--- src/rtl/sle_pkg.sv ---
package sle_pkg;

  typedef enum logic [2:0] {
    OP_INSERT  = 3'd0,
    OP_ERASE   = 3'd1,
    OP_POP_FRT = 3'd2,
    OP_POP_BCK = 3'd3,
    OP_REVERSE = 3'd4,
    OP_SEARCH  = 3'd5,
    OP_DUMP    = 3'd6,
    OP_CLEAR   = 3'd7
  } op_t;

  typedef enum logic [1:0] {
    ST_OK       = 2'd0,
    ST_EMPTY    = 2'd1,
    ST_FULL     = 2'd2,
    ST_NOTFOUND = 2'd3
  } status_t;

  localparam int unsigned DataW  = 32;
  localparam int unsigned CountW = 6;

endpackage

--- src/rtl/sle_ram.sv ---
module sle_ram #(
  parameter int unsigned WIDTH = 32,
  parameter int unsigned DEPTH = 32
) (
  input  logic                     clk,
  input  logic                     we,
  input  logic [$clog2(DEPTH)-1:0] waddr,
  input  logic [WIDTH-1:0]         wdata,
  input  logic [$clog2(DEPTH)-1:0] raddr,
  output logic [WIDTH-1:0]         rdata
);

  logic [WIDTH-1:0] mem [DEPTH];

  always_ff @(posedge clk) begin
    if (we) begin
      mem[waddr] <= wdata;
    end
    rdata <= mem[raddr];
  end

endmodule

--- src/rtl/sorted_list_engine.sv ---
// Sorted list engine: an ordered list of up to CAPACITY signed 32-bit words.
// Input channel: in_valid/in_stall with in_op and in_value. Result channel:
// out_valid/out_stall with status, found, elem_value, last, count, is_empty.
// Each word is held in one RAM with a registered read port; a sequencer
// walks the list one entry per step, a read issued and returned each cycle.
// Every op gives one result word except dump of a non-empty list, which
// gives one word per entry with last set on the final one. Insert walks to
// the sorted position, then shifts the later entries up one at a time, a
// read and then a write per entry; erase walks to the match and shifts the
// later entries down; pop_front shifts every entry down; reverse swaps
// entries pairwise from both ends; search walks until a match; dump reads
// each entry in turn; pop_back and clear only change the fill count.
// Each result is held in an output register; the engine waits while the
// receiver asserts out_stall and resumes when it drops. in_stall is high
// from acceptance until the last result of the op is loaded into the
// output register.
// Reset (rst_n low, synchronous) empties the list; the RAM content is not
// cleared and its entries beyond the fill count are never used.
module sorted_list_engine #(
  parameter int unsigned CAPACITY = 32
) (
  input  logic        clk,
  input  logic        rst_n,
  input  logic        in_valid,
  output logic        in_stall,
  input  logic [2:0]  in_op,
  input  logic signed [31:0] in_value,
  output logic        out_valid,
  input  logic        out_stall,
  output logic [1:0]  out_status,
  output logic        out_found,
  output logic signed [31:0] out_elem_value,
  output logic        out_last,
  output logic [5:0]  out_count,
  output logic        out_is_empty
);

  localparam int unsigned AW = (CAPACITY > 1) ? $clog2(CAPACITY) : 1;
  localparam int unsigned FW = $clog2(CAPACITY + 1);

  typedef enum logic [3:0] {
    S_IDLE, S_DISP, S_RDWAIT, S_WALK, S_SHRD, S_SHWR, S_RVA, S_RVB, S_RVW1,
    S_RVW2, S_DUMP, S_OUT
  } state_t;

  state_t state_r;
  logic [2:0] op_r;
  logic [31:0] val_r;
  logic [FW-1:0] fill_r;
  logic [FW-1:0] idx_r;
  logic [FW-1:0] hi_r;
  logic [31:0] tmp_r;
  logic [1:0] st_r;
  logic fnd_r;
  logic dir_r;

  logic we;
  logic [AW-1:0] waddr, raddr;
  logic [31:0] wdata, rdata;

  sle_ram #(.WIDTH(32), .DEPTH(CAPACITY)) u_ram (
    .clk(clk), .we(we), .waddr(waddr), .wdata(wdata),
    .raddr(raddr), .rdata(rdata)
  );

  // read address runs ahead: idx_r is the index whose data arrives next
  logic [FW-1:0] rd_idx;
  always_comb begin
    we = 1'b0;
    waddr = idx_r[AW-1:0];
    wdata = tmp_r;
    rd_idx = idx_r;
    unique case (state_r)
      S_DISP:   rd_idx = '0;
      S_WALK:   rd_idx = idx_r + FW'(1);
      S_SHRD:   rd_idx = dir_r ? idx_r - FW'(1) : idx_r + FW'(1);
      S_SHWR: begin
        we = 1'b1;
        wdata = (dir_r && idx_r == hi_r) ? val_r : rdata;
        rd_idx = idx_r;
      end
      S_RVA:    rd_idx = hi_r;
      S_RVW1: begin
        we = 1'b1; waddr = hi_r[AW-1:0]; wdata = rdata;
      end
      S_RVW2: begin
        we = 1'b1; waddr = idx_r[AW-1:0]; wdata = tmp_r;
      end
      default: ;
    endcase
    raddr = rd_idx[AW-1:0];
  end

  logic out_free;
  logic out_load;
  assign out_free = !out_valid || !out_stall;
  assign out_load = out_free && (state_r == S_DUMP || state_r == S_OUT);
  assign in_stall = (state_r != S_IDLE);

  always_ff @(posedge clk) begin
    if (!rst_n) begin
      state_r <= S_IDLE;
      fill_r <= '0;
      out_valid <= 1'b0;
    end else begin
      if (out_load) out_valid <= 1'b1;
      else if (!out_stall) out_valid <= 1'b0;
      unique case (state_r)
        S_IDLE: begin
          if (in_valid) begin
            op_r <= in_op;
            val_r <= in_value;
            st_r <= sle_pkg::ST_OK;
            fnd_r <= 1'b0;
            idx_r <= '0;
            state_r <= S_DISP;
          end
        end
        S_DISP: begin
          unique case (sle_pkg::op_t'(op_r))
            sle_pkg::OP_INSERT: begin
              if (fill_r >= FW'(CAPACITY)) begin
                st_r <= sle_pkg::ST_FULL; state_r <= S_OUT;
              end else if (fill_r == '0) begin
                idx_r <= '0; hi_r <= '0; dir_r <= 1'b1; state_r <= S_SHWR;
              end else state_r <= S_RDWAIT;
            end
            sle_pkg::OP_ERASE, sle_pkg::OP_SEARCH, sle_pkg::OP_POP_FRT,
            sle_pkg::OP_DUMP: begin
              if (fill_r == '0) begin
                st_r <= sle_pkg::ST_EMPTY; state_r <= S_OUT;
              end else if (sle_pkg::op_t'(op_r) == sle_pkg::OP_POP_FRT) begin
                dir_r <= 1'b0; idx_r <= '0; state_r <= S_SHRD;
              end else state_r <= S_RDWAIT;
            end
            sle_pkg::OP_POP_BCK: begin
              if (fill_r == '0) st_r <= sle_pkg::ST_EMPTY;
              else fill_r <= fill_r - FW'(1);
              state_r <= S_OUT;
            end
            sle_pkg::OP_REVERSE: begin
              if (fill_r < FW'(2)) state_r <= S_OUT;
              else begin
                idx_r <= '0; hi_r <= fill_r - FW'(1); state_r <= S_RVA;
              end
            end
            default: begin
              fill_r <= '0; state_r <= S_OUT;
            end
          endcase
        end
        S_RDWAIT: state_r <= (sle_pkg::op_t'(op_r) == sle_pkg::OP_DUMP) ? S_DUMP : S_WALK;
        S_WALK: begin
          // rdata is entry idx_r
          if (sle_pkg::op_t'(op_r) == sle_pkg::OP_INSERT) begin
            if ((idx_r == '0 && $signed(val_r) < $signed(rdata)) ||
                (idx_r != '0 && !($signed(val_r) > $signed(rdata)))) begin
              hi_r <= idx_r; idx_r <= fill_r; dir_r <= 1'b1;
              state_r <= (idx_r == fill_r) ? S_SHWR : S_SHRD;
            end else if (idx_r + FW'(1) == fill_r) begin
              hi_r <= fill_r; idx_r <= fill_r; dir_r <= 1'b1; state_r <= S_SHWR;
            end else idx_r <= idx_r + FW'(1);
          end else if (rdata == val_r) begin
            if (sle_pkg::op_t'(op_r) == sle_pkg::OP_SEARCH) begin
              fnd_r <= 1'b1; state_r <= S_OUT;
            end else begin
              dir_r <= 1'b0; state_r <= S_SHRD;
            end
          end else if (idx_r + FW'(1) == fill_r) begin
            st_r <= sle_pkg::ST_NOTFOUND; state_r <= S_OUT;
          end else idx_r <= idx_r + FW'(1);
        end
        S_SHRD: begin
          // shift toward idx_r: read the neighbor, then write it here
          if (dir_r) begin
            if (idx_r == hi_r) state_r <= S_SHWR;
            else state_r <= S_SHWR;
          end else begin
            if (idx_r + FW'(1) >= fill_r) begin
              fill_r <= fill_r - FW'(1); state_r <= S_OUT;
            end else state_r <= S_SHWR;
          end
        end
        S_SHWR: begin
          if (dir_r) begin
            if (idx_r == hi_r) begin
              fill_r <= fill_r + FW'(1); state_r <= S_OUT;
            end else begin
              idx_r <= idx_r - FW'(1); state_r <= S_SHRD;
            end
          end else begin
            idx_r <= idx_r + FW'(1); state_r <= S_SHRD;
          end
        end
        S_RVA: state_r <= S_RVB;
        S_RVB: begin
          tmp_r <= rdata; state_r <= S_RVW1;
        end
        S_RVW1: state_r <= S_RVW2;
        S_RVW2: begin
          if (idx_r + FW'(1) >= hi_r - FW'(1) || idx_r + FW'(1) >= hi_r) begin
            if (idx_r + FW'(2) < hi_r) begin
              idx_r <= idx_r + FW'(1); hi_r <= hi_r - FW'(1); state_r <= S_RVA;
            end else state_r <= S_OUT;
          end else begin
            idx_r <= idx_r + FW'(1); hi_r <= hi_r - FW'(1); state_r <= S_RVA;
          end
        end
        S_DUMP: begin
          if (out_free) begin
            out_status <= sle_pkg::ST_OK;
            out_found <= 1'b0;
            out_elem_value <= rdata;
            out_last <= (idx_r + FW'(1) == fill_r);
            out_count <= 6'(fill_r);
            out_is_empty <= 1'b0;
            if (idx_r + FW'(1) == fill_r) state_r <= S_IDLE;
            else begin
              idx_r <= idx_r + FW'(1); state_r <= S_RDWAIT;
            end
          end
        end
        S_OUT: begin
          if (out_free) begin
            out_status <= st_r;
            out_found <= fnd_r;
            out_elem_value <= '0;
            out_last <= 1'b1;
            out_count <= 6'(fill_r);
            out_is_empty <= (fill_r == '0);
            state_r <= S_IDLE;
          end
        end
        default: state_r <= S_IDLE;
      endcase
    end
  end

  assert property (@(posedge clk) disable iff (!rst_n) fill_r <= FW'(CAPACITY))
    else $error("fill count above capacity");
  assert property (@(posedge clk) disable iff (!rst_n)
    out_valid && out_found |-> out_status == sle_pkg::ST_OK)
    else $error("found without ok status");
  assert property (@(posedge clk) disable iff (!rst_n)
    out_valid && out_is_empty |-> out_count == '0)
    else $error("empty flag with nonzero count");

endmodule
--- config.mk ---
export PLATFORM = sky130hd
export DESIGN_NAME = sorted_list_engine
export DESIGN_NICKNAME = d
export VERILOG_FILES = /design/src/rtl/sle_pkg.sv /design/src/rtl/sle_ram.sv /design/src/rtl/sorted_list_engine.sv
export SDC_FILE = /design/constraint.sdc
export NUM_CORES = 2
export LEC_CHECK = 0
export ABC_AREA = 1
export BUFFER_PORTS_ARGS = -buffer_cell sky130_fd_sc_hd__buf_2
export CAP_MARGIN = 20
export CORE_MARGIN = 3
export CORE_UTILIZATION = 57
export DETAILED_ROUTE_END_ITERATION = 8
export PLACE_DENSITY = 0.76
export SYNTH_ARGS = -nofsm -noshare
export SYNTH_HDL_FRONTEND = slang
export SYNTH_SLANG_ARGS = --single-unit
--- constraint.sdc ---
create_clock -name clk -period 3.6 [get_ports clk]
set_clock_uncertainty 0.05 [all_clocks]
set_input_delay 0 -clock clk [delete_from_list [all_inputs] [get_ports clk]]
set_output_delay 0 -clock clk [all_outputs]
set_load 0.01 [all_outputs]
# Yosys cells after proc, flatten, opt, wreduce, memory -nomap -nowiden

Memory sizes are Yosys's and may differ from the RTL's. A register that Yosys moved wholly into a read port is not among the register bits.
Cells that the tools add are included.
Widths: inputs -> output; s select.

Add/sub/neg operators: 6
Magnitude comparators: 8
Eq/ne operators: 56
Mux-type cells: 106
Reductions and logical operators: 40

Operators by type and width:

| cell                | count |
|---|---|
| $mux 6              | 27 |
| $pmux 32 s2         | 2 |
| $mux 32             | 3 |
| $mux 4              | 19 |
| $pmux 6 s3          | 3 |
| $ne 3x3->1 const B  | 16 |
| $pmux 4 s12         | 1 |
| $pmux 6 s6          | 1 |
| $eq 32x32->1        | 1 |
| $gt 32x32->1        | 1 |
| $lt 32x32->1        | 1 |
| $ne 2x2->1 const B  | 14 |
| $mux 1              | 24 |
| $pmux 6 s2          | 2 |
| $pmux 5 s4          | 1 |
| $eq 6x6->1          | 3 |
| $ge 6x6->1          | 3 |
| $mux 2              | 9 |
| $reduce_and 9->1    | 2 |
| $sub 6x1->6 const B | 3 |
| $eq 4x3->1 const B  | 4 |
| $eq 4x4->1 const B  | 4 |
| $reduce_and 13->1   | 1 |
| $add 6x1->6 const B | 2 |
| other kinds (41)    | 69 |

Register bits after elaboration: 137
Bits in writable memories: 1024
Output and inout port bits: 45
Logic and storage cells: 234
Memories: 1

Memory list:

| memory    | words | bits a word | rd ports | clocked after memory_dff | wr ports | line          | text |
|---|---|---|---|---|---|---|---|
| u_ram.mem | 32    | 32          | 1        | 1                        | 1        | sle_ram.sv:13 | `logic [WIDTH-1:0] mem [DEPTH];` |

# Depth between registers and ports, before layout

Word-level depth: 7
Gate-level depth with buffers: 20
Depth with buffers taken out: 20

# By module

A second synthesis with hierarchy kept.

Cell total of the unflattened synthesis: 4483
Area total of the unflattened synthesis: 51119.0 um^2

Modules (own cells, without submodules):

| module             | instances | cells an instance | area an instance (um^2) |
|---|---|---|---|
| sle_ram            | 1         | 3536              | 42405.7 |
| sorted_list_engine | 1         | 947               | 8713.4 |

# Least setup slack after synthesis

Ideal clock, no wire load.

Path type: register -> register
From: register state_r[3]
To: register out_elem_value[0], enable pin
Setup time: 0.477 ns
Arrival time: 3.264 ns
Path slack: -0.191 ns
Stages on the path, launching flop included: 7
Buffers on the path: 0
Clock period less this slack: 3.791 ns
Cells stage by stage: dfxtp_1 inv_1 nor2_1 inv_1 nor2_1 inv_1 nor3_1

Word-level cells in the longest chain between the ends: 3

RTL lines:

| what                                                             | line                      | text |
|---|---|---|
| start: declaration                                               | sorted_list_engine.sv:46  | `state_t state_r;` |
| start signal: assignment                                         | sorted_list_engine.sv:152 | `S_RDWAIT: state_r <= (sle_pkg::op_t'(op_r) == sle_pkg::OP_DUMP) ? S_DUMP : S_WALK;` |
| start signal: assignment                                         | sorted_list_engine.sv:159 | `state_r <= (idx_r == fill_r) ? S_SHWR : S_SHRD;` |
| $eq 4x4->1                                                       | sorted_list_engine.sv:108 | `unique case (state_r)` |
| $ne 2x2->1 (no source line) or $reduce_bool 2->1 (tied branches) | --                        |  |
| $reduce_and 4->1 (no source line) *                              | --                        |  |
| end signal: assignment                                           | sorted_list_engine.sv:213 | `out_elem_value <= rdata;` |
| end: declaration                                                 | sorted_list_engine.sv:32  | `output logic signed [31:0] out_elem_value,` |

Mark *: on every way between the ends. The rest lies on a longest branch, timed or not.
A chain may end at the register's enable or synchronous reset.

# Final worst setup path

From: register idx_r[1]
To: memory u_ram.mem[28][23], data pin

Word-level cells in the longest chain between the ends: 4

RTL lines:

| what                     | line                      | text |
|---|---|---|
| start: declaration       | sorted_list_engine.sv:50  | `logic [FW-1:0] idx_r;` |
| start signal: assignment | sorted_list_engine.sv:162 | `end else idx_r <= idx_r + FW'(1);` |
| start signal: assignment | sorted_list_engine.sv:171 | `end else idx_r <= idx_r + FW'(1);` |
| $eq 6x6->1               | sorted_list_engine.sv:79  | `wdata = (dir_r && idx_r == hi_r) ? val_r : rdata;` |
| $logic_and 1x1->1        | sorted_list_engine.sv:79  |  |
| $mux 32                  | sorted_list_engine.sv:79  |  |
| $pmux 32 s2              | sorted_list_engine.sv:73  | `unique case (state_r)` |
| via u_ram.wdata[23]      | sle_ram.sv:8              | `input logic [WIDTH-1:0] wdata,` |
| end: declaration         | sle_ram.sv:13             |  |

The timed path passes the listed nets, and every way through them passes these cells.

==> results.toml <==
[pwr]
clockPowerShare = 0.208
cellPowerDensity_nw_per_um2 = 956
swShare = 0.437
seq_power_share = 0.300
p_leak_nw = 24.6
vdd_drop_max_v = 0.000939
finalPower_mw = 59.0
pwr-share-comb = 0.492
intPower_mw = 33.2
p_sw_mw = 25.8

[run]
max-cap-violations = 0

[logic_synthesis]
synth_seq_cells = 1193
synth.avg_cell_area_um2 = 10.7
ys_async_sr_fraction = 0
seq_area_frac_synth = 0.661
synth_top_cell_area_share = 0.645
synth_nets = 5120
synth_warnings = 0
synth_top_cells_by_count = "1,204 x nand2_1, 1,150 x edfxtp_1, 1,029 x nand3_1"
synthTopCellsByArea = "edfxtp_1 64%, nand3_1 9.6%, nand2_1 8.4%"
synth_edf_count = 1150
synth_area_um2 = 53500
synth_ff_type = "edfxtp_1"
synthCells = 5016
synth_area_leader_cell = "edfxtp_1"
synth_most_common_cell = "nand2_1"
ys_types = 52

[routing]
drc = 0
firstDrtPassIters = 7
postRouteAntennaNets = 0
drt_iter0_markers = 5425
vias = 39716
routed_wirelength_um = 155000
viasPerCell = 6.06
avgRoutedWirePerCell_um = 23.7

[sta]
setup_viol = 0
finalHoldViolCount = 0
period_needed_ns = 3.46
setup_ws_ns = 0.141
drv_slew = 0
relSlewSlack = 0.436
worstMarginPinSlew_ns = 0.837
fin_crit_sh = 0.961
max_freq_ghz = 0.289

[clock_tree]
cts_buffer_depth = 3
h-tree-depth = 3
root_buffer = "clkbuf_16"
cts_num_sinks = 1193
cts_tree = "yes"
clock_latency_ns = 0.72
cts_buffers = 116
clk_pin_slew_ns = 0.06

[place]
gp_congestion = 0.965
place_ws_ns = 0.187
dpl-instance-area_um2 = 57000
hpwlAfterDp_um = 86800
port_buffers = 83

[min_path]
hold-path-cell-count = 4
hp-start = "rst_n"
hold_path_end = "fill_r[1]"
min_path_type = "in2reg"

[global_route]
gr-usage-all-layers = 0.314
first_global_vias = 38178
gr-total-overflow = 0
grt_pass1_wl_um = 232000
grt_max_degree = 117
antenna_found_initial = 0

[cells_and_area]
area_growth_pct = 15.2
regArea_um2 = 35400
num_antenna_cells = 0
final_cell_area_um2 = 61700
fillers = 6594
fin_nets = 5316
utilization = 0.668
final_layout_size_suffix_gt1_frac = 0.105
multi_input_area_um2 = 15000

[floorplan]
io_pins = 84
dieArea_um2 = 97700
die_h_um = 313
die_w_um = 313
initial_core_util = 0.580
rows = 111
core_area_um2 = 92400

[worst_setup_path]
critPathMaxFanout = 32
setup.worst_path.start_class = "flip-flop"
critical_path_class = "reg2reg"
rrSetupSlack_ns = 0.14
required_ns = 4.04
critPathCaptureType = "flip-flop"
reg2reg_from = "idx_r[1]"
r2r_end = "u_ram.mem[28][23]"
arrival_ns = 3.90
crit_start = "idx_r[1]"
ff2ff_path_depth = 13

[run_status]
status = "complete, no violations"
-- cell type report --
cell class,instances,share of cell area
Clock buffer,162,0.0521
Timing Repair Buffer,381,0.0618
Multi-Input combinational cell,2978,0.244
Clock inverter,56,0.0104
Inverter,542,0.0332
Sequential cell,1193,0.574
Tap cell,1243,0.0252
-- cell families after synthesis --
family | after synthesis | synth area share
buffers and inverters | 845 | 0.0661
AOI/OAI and AO/OA | 177 | 0.0214
and+or+nand+nor | 2720 | 0.234
adders and majority gates | 65 | 0.0152
xor gates and xnor gates | 15 | 0.00245
muxes | 1 | 0.000187
DFF | 1193 | 0.661
-- how the worst max path moves through the flow --
stage                                   end  slack, ns  cells after the start
final                     u_ram.mem[28][23]       0.14                     13
after global routing                hi_r[2]    -0.0006                     18
after CTS                           hi_r[2]       0.14                     13
after detailed placement            hi_r[2]       0.19                     13
after global placement              hi_r[2]       0.20                     13
after floorplan            u_ram.mem[28][0]       0.06                     11
-- sequential cells by signal, indices dropped and copies added, names as in the netlist --
| signal | count |
|---|---|
| out_is_empty | 1 |
| hi_r | 6 |
| out_found | 1 |
| idx_r | 6 |
| st_r | 2 |
| dir_r | 1 |
| op_r | 3 |
| out_elem_value | 32 |
| u_ram.mem | 1024 |
| out_count | 6 |
| out_status | 2 |
| fill_r | 6 |
| out_last | 1 |
| fnd_r | 1 |
| state_r | 4 |
| out_valid | 1 |
| u_ram.rdata | 32 |
| val_r | 32 |
| tmp_r | 32 |
-- per-layer routing --
metal	part of all wire	global-route usage	wire length (um)	vias to the layer above
met5	0	0	0	-
met4	0.052	0.145	8100	0
met3	0.11	0.0583	17300	506
met2	0.47	0.506	73000	2603
met1	0.37	0.416	56900	18960
li1	-	-	-	17647
-- power groups by stage --
stage / clock network [mW] / logic (mW) / registers (mW)
floorplan: 0 / 18.9 / 17.6
global placement: 0 / 27.6 / 18.0
detailed placement: 0 / 28.0 / 18.0
CTS: 12.3 / 28.4 / 17.7
global route: 12.9 / 31.6 / 17.7
finish: 12.3 / 29.0 / 17.7
-- cells in the final DEF (no fill, tap or decap), types with 6 or more instances in the layout --
master,n
a21oi_1,52
a221oi_1,34
buf_12,77
buf_2,83
buf_4,145
bufinv_16,12
clkbuf_1,33
clkbuf_16,117
clkbuf_8,12
clkinv_1,18
clkinv_2,22
dfxtp_1,42
dlygate4sd3_1,74
edfxtp_1,1150
ha_1,65
inv_1,534
nand2_1,1203
nand3_1,1028
nand3b_1,224
nand4_1,11
nor2_1,130
nor2_2,20
nor2_4,36
nor3_1,47
nor4_1,6
o211ai_1,10
o21ai_0,43
o22ai_1,6
xor2_1,11
-- per-stage QoR --
stage	hold WS (ns)	TNS (ns)	instances
6_report	0.148	0	6555
4_1_cts	0.111	0	6550
5_1_grt	0.161	-0.00233	6555
2_1_floorplan	0.0489	0	5016
3_3_place_gp	0.127	0	6258
3_5_place_dp	0.128	0	6258
-- worst max-delay path, cell delays in order (launching register included) --
cell      delay (ns)
edfxtp_1        0.48
buf_4           0.19
inv_1           0.15
ha_1            0.26
inv_1           0.08
nand3_1         0.07
a21oi_1         0.13
nand3_1         0.22
nor2_2          0.25
buf_12          0.17
buf_4           0.37
a221oi_1        0.19
nor2_2          0.25
buf_4           0.38
-- timing repair --
item                                    CTS  global route
hold buffers                             74             0
endpoints found under the setup margin    0            33
setup buffers                             0             3
endpoints found under the hold margin    95             0
gates resized for setup                   0             7
No activity file was read; power rests on OpenSTA's default activity.
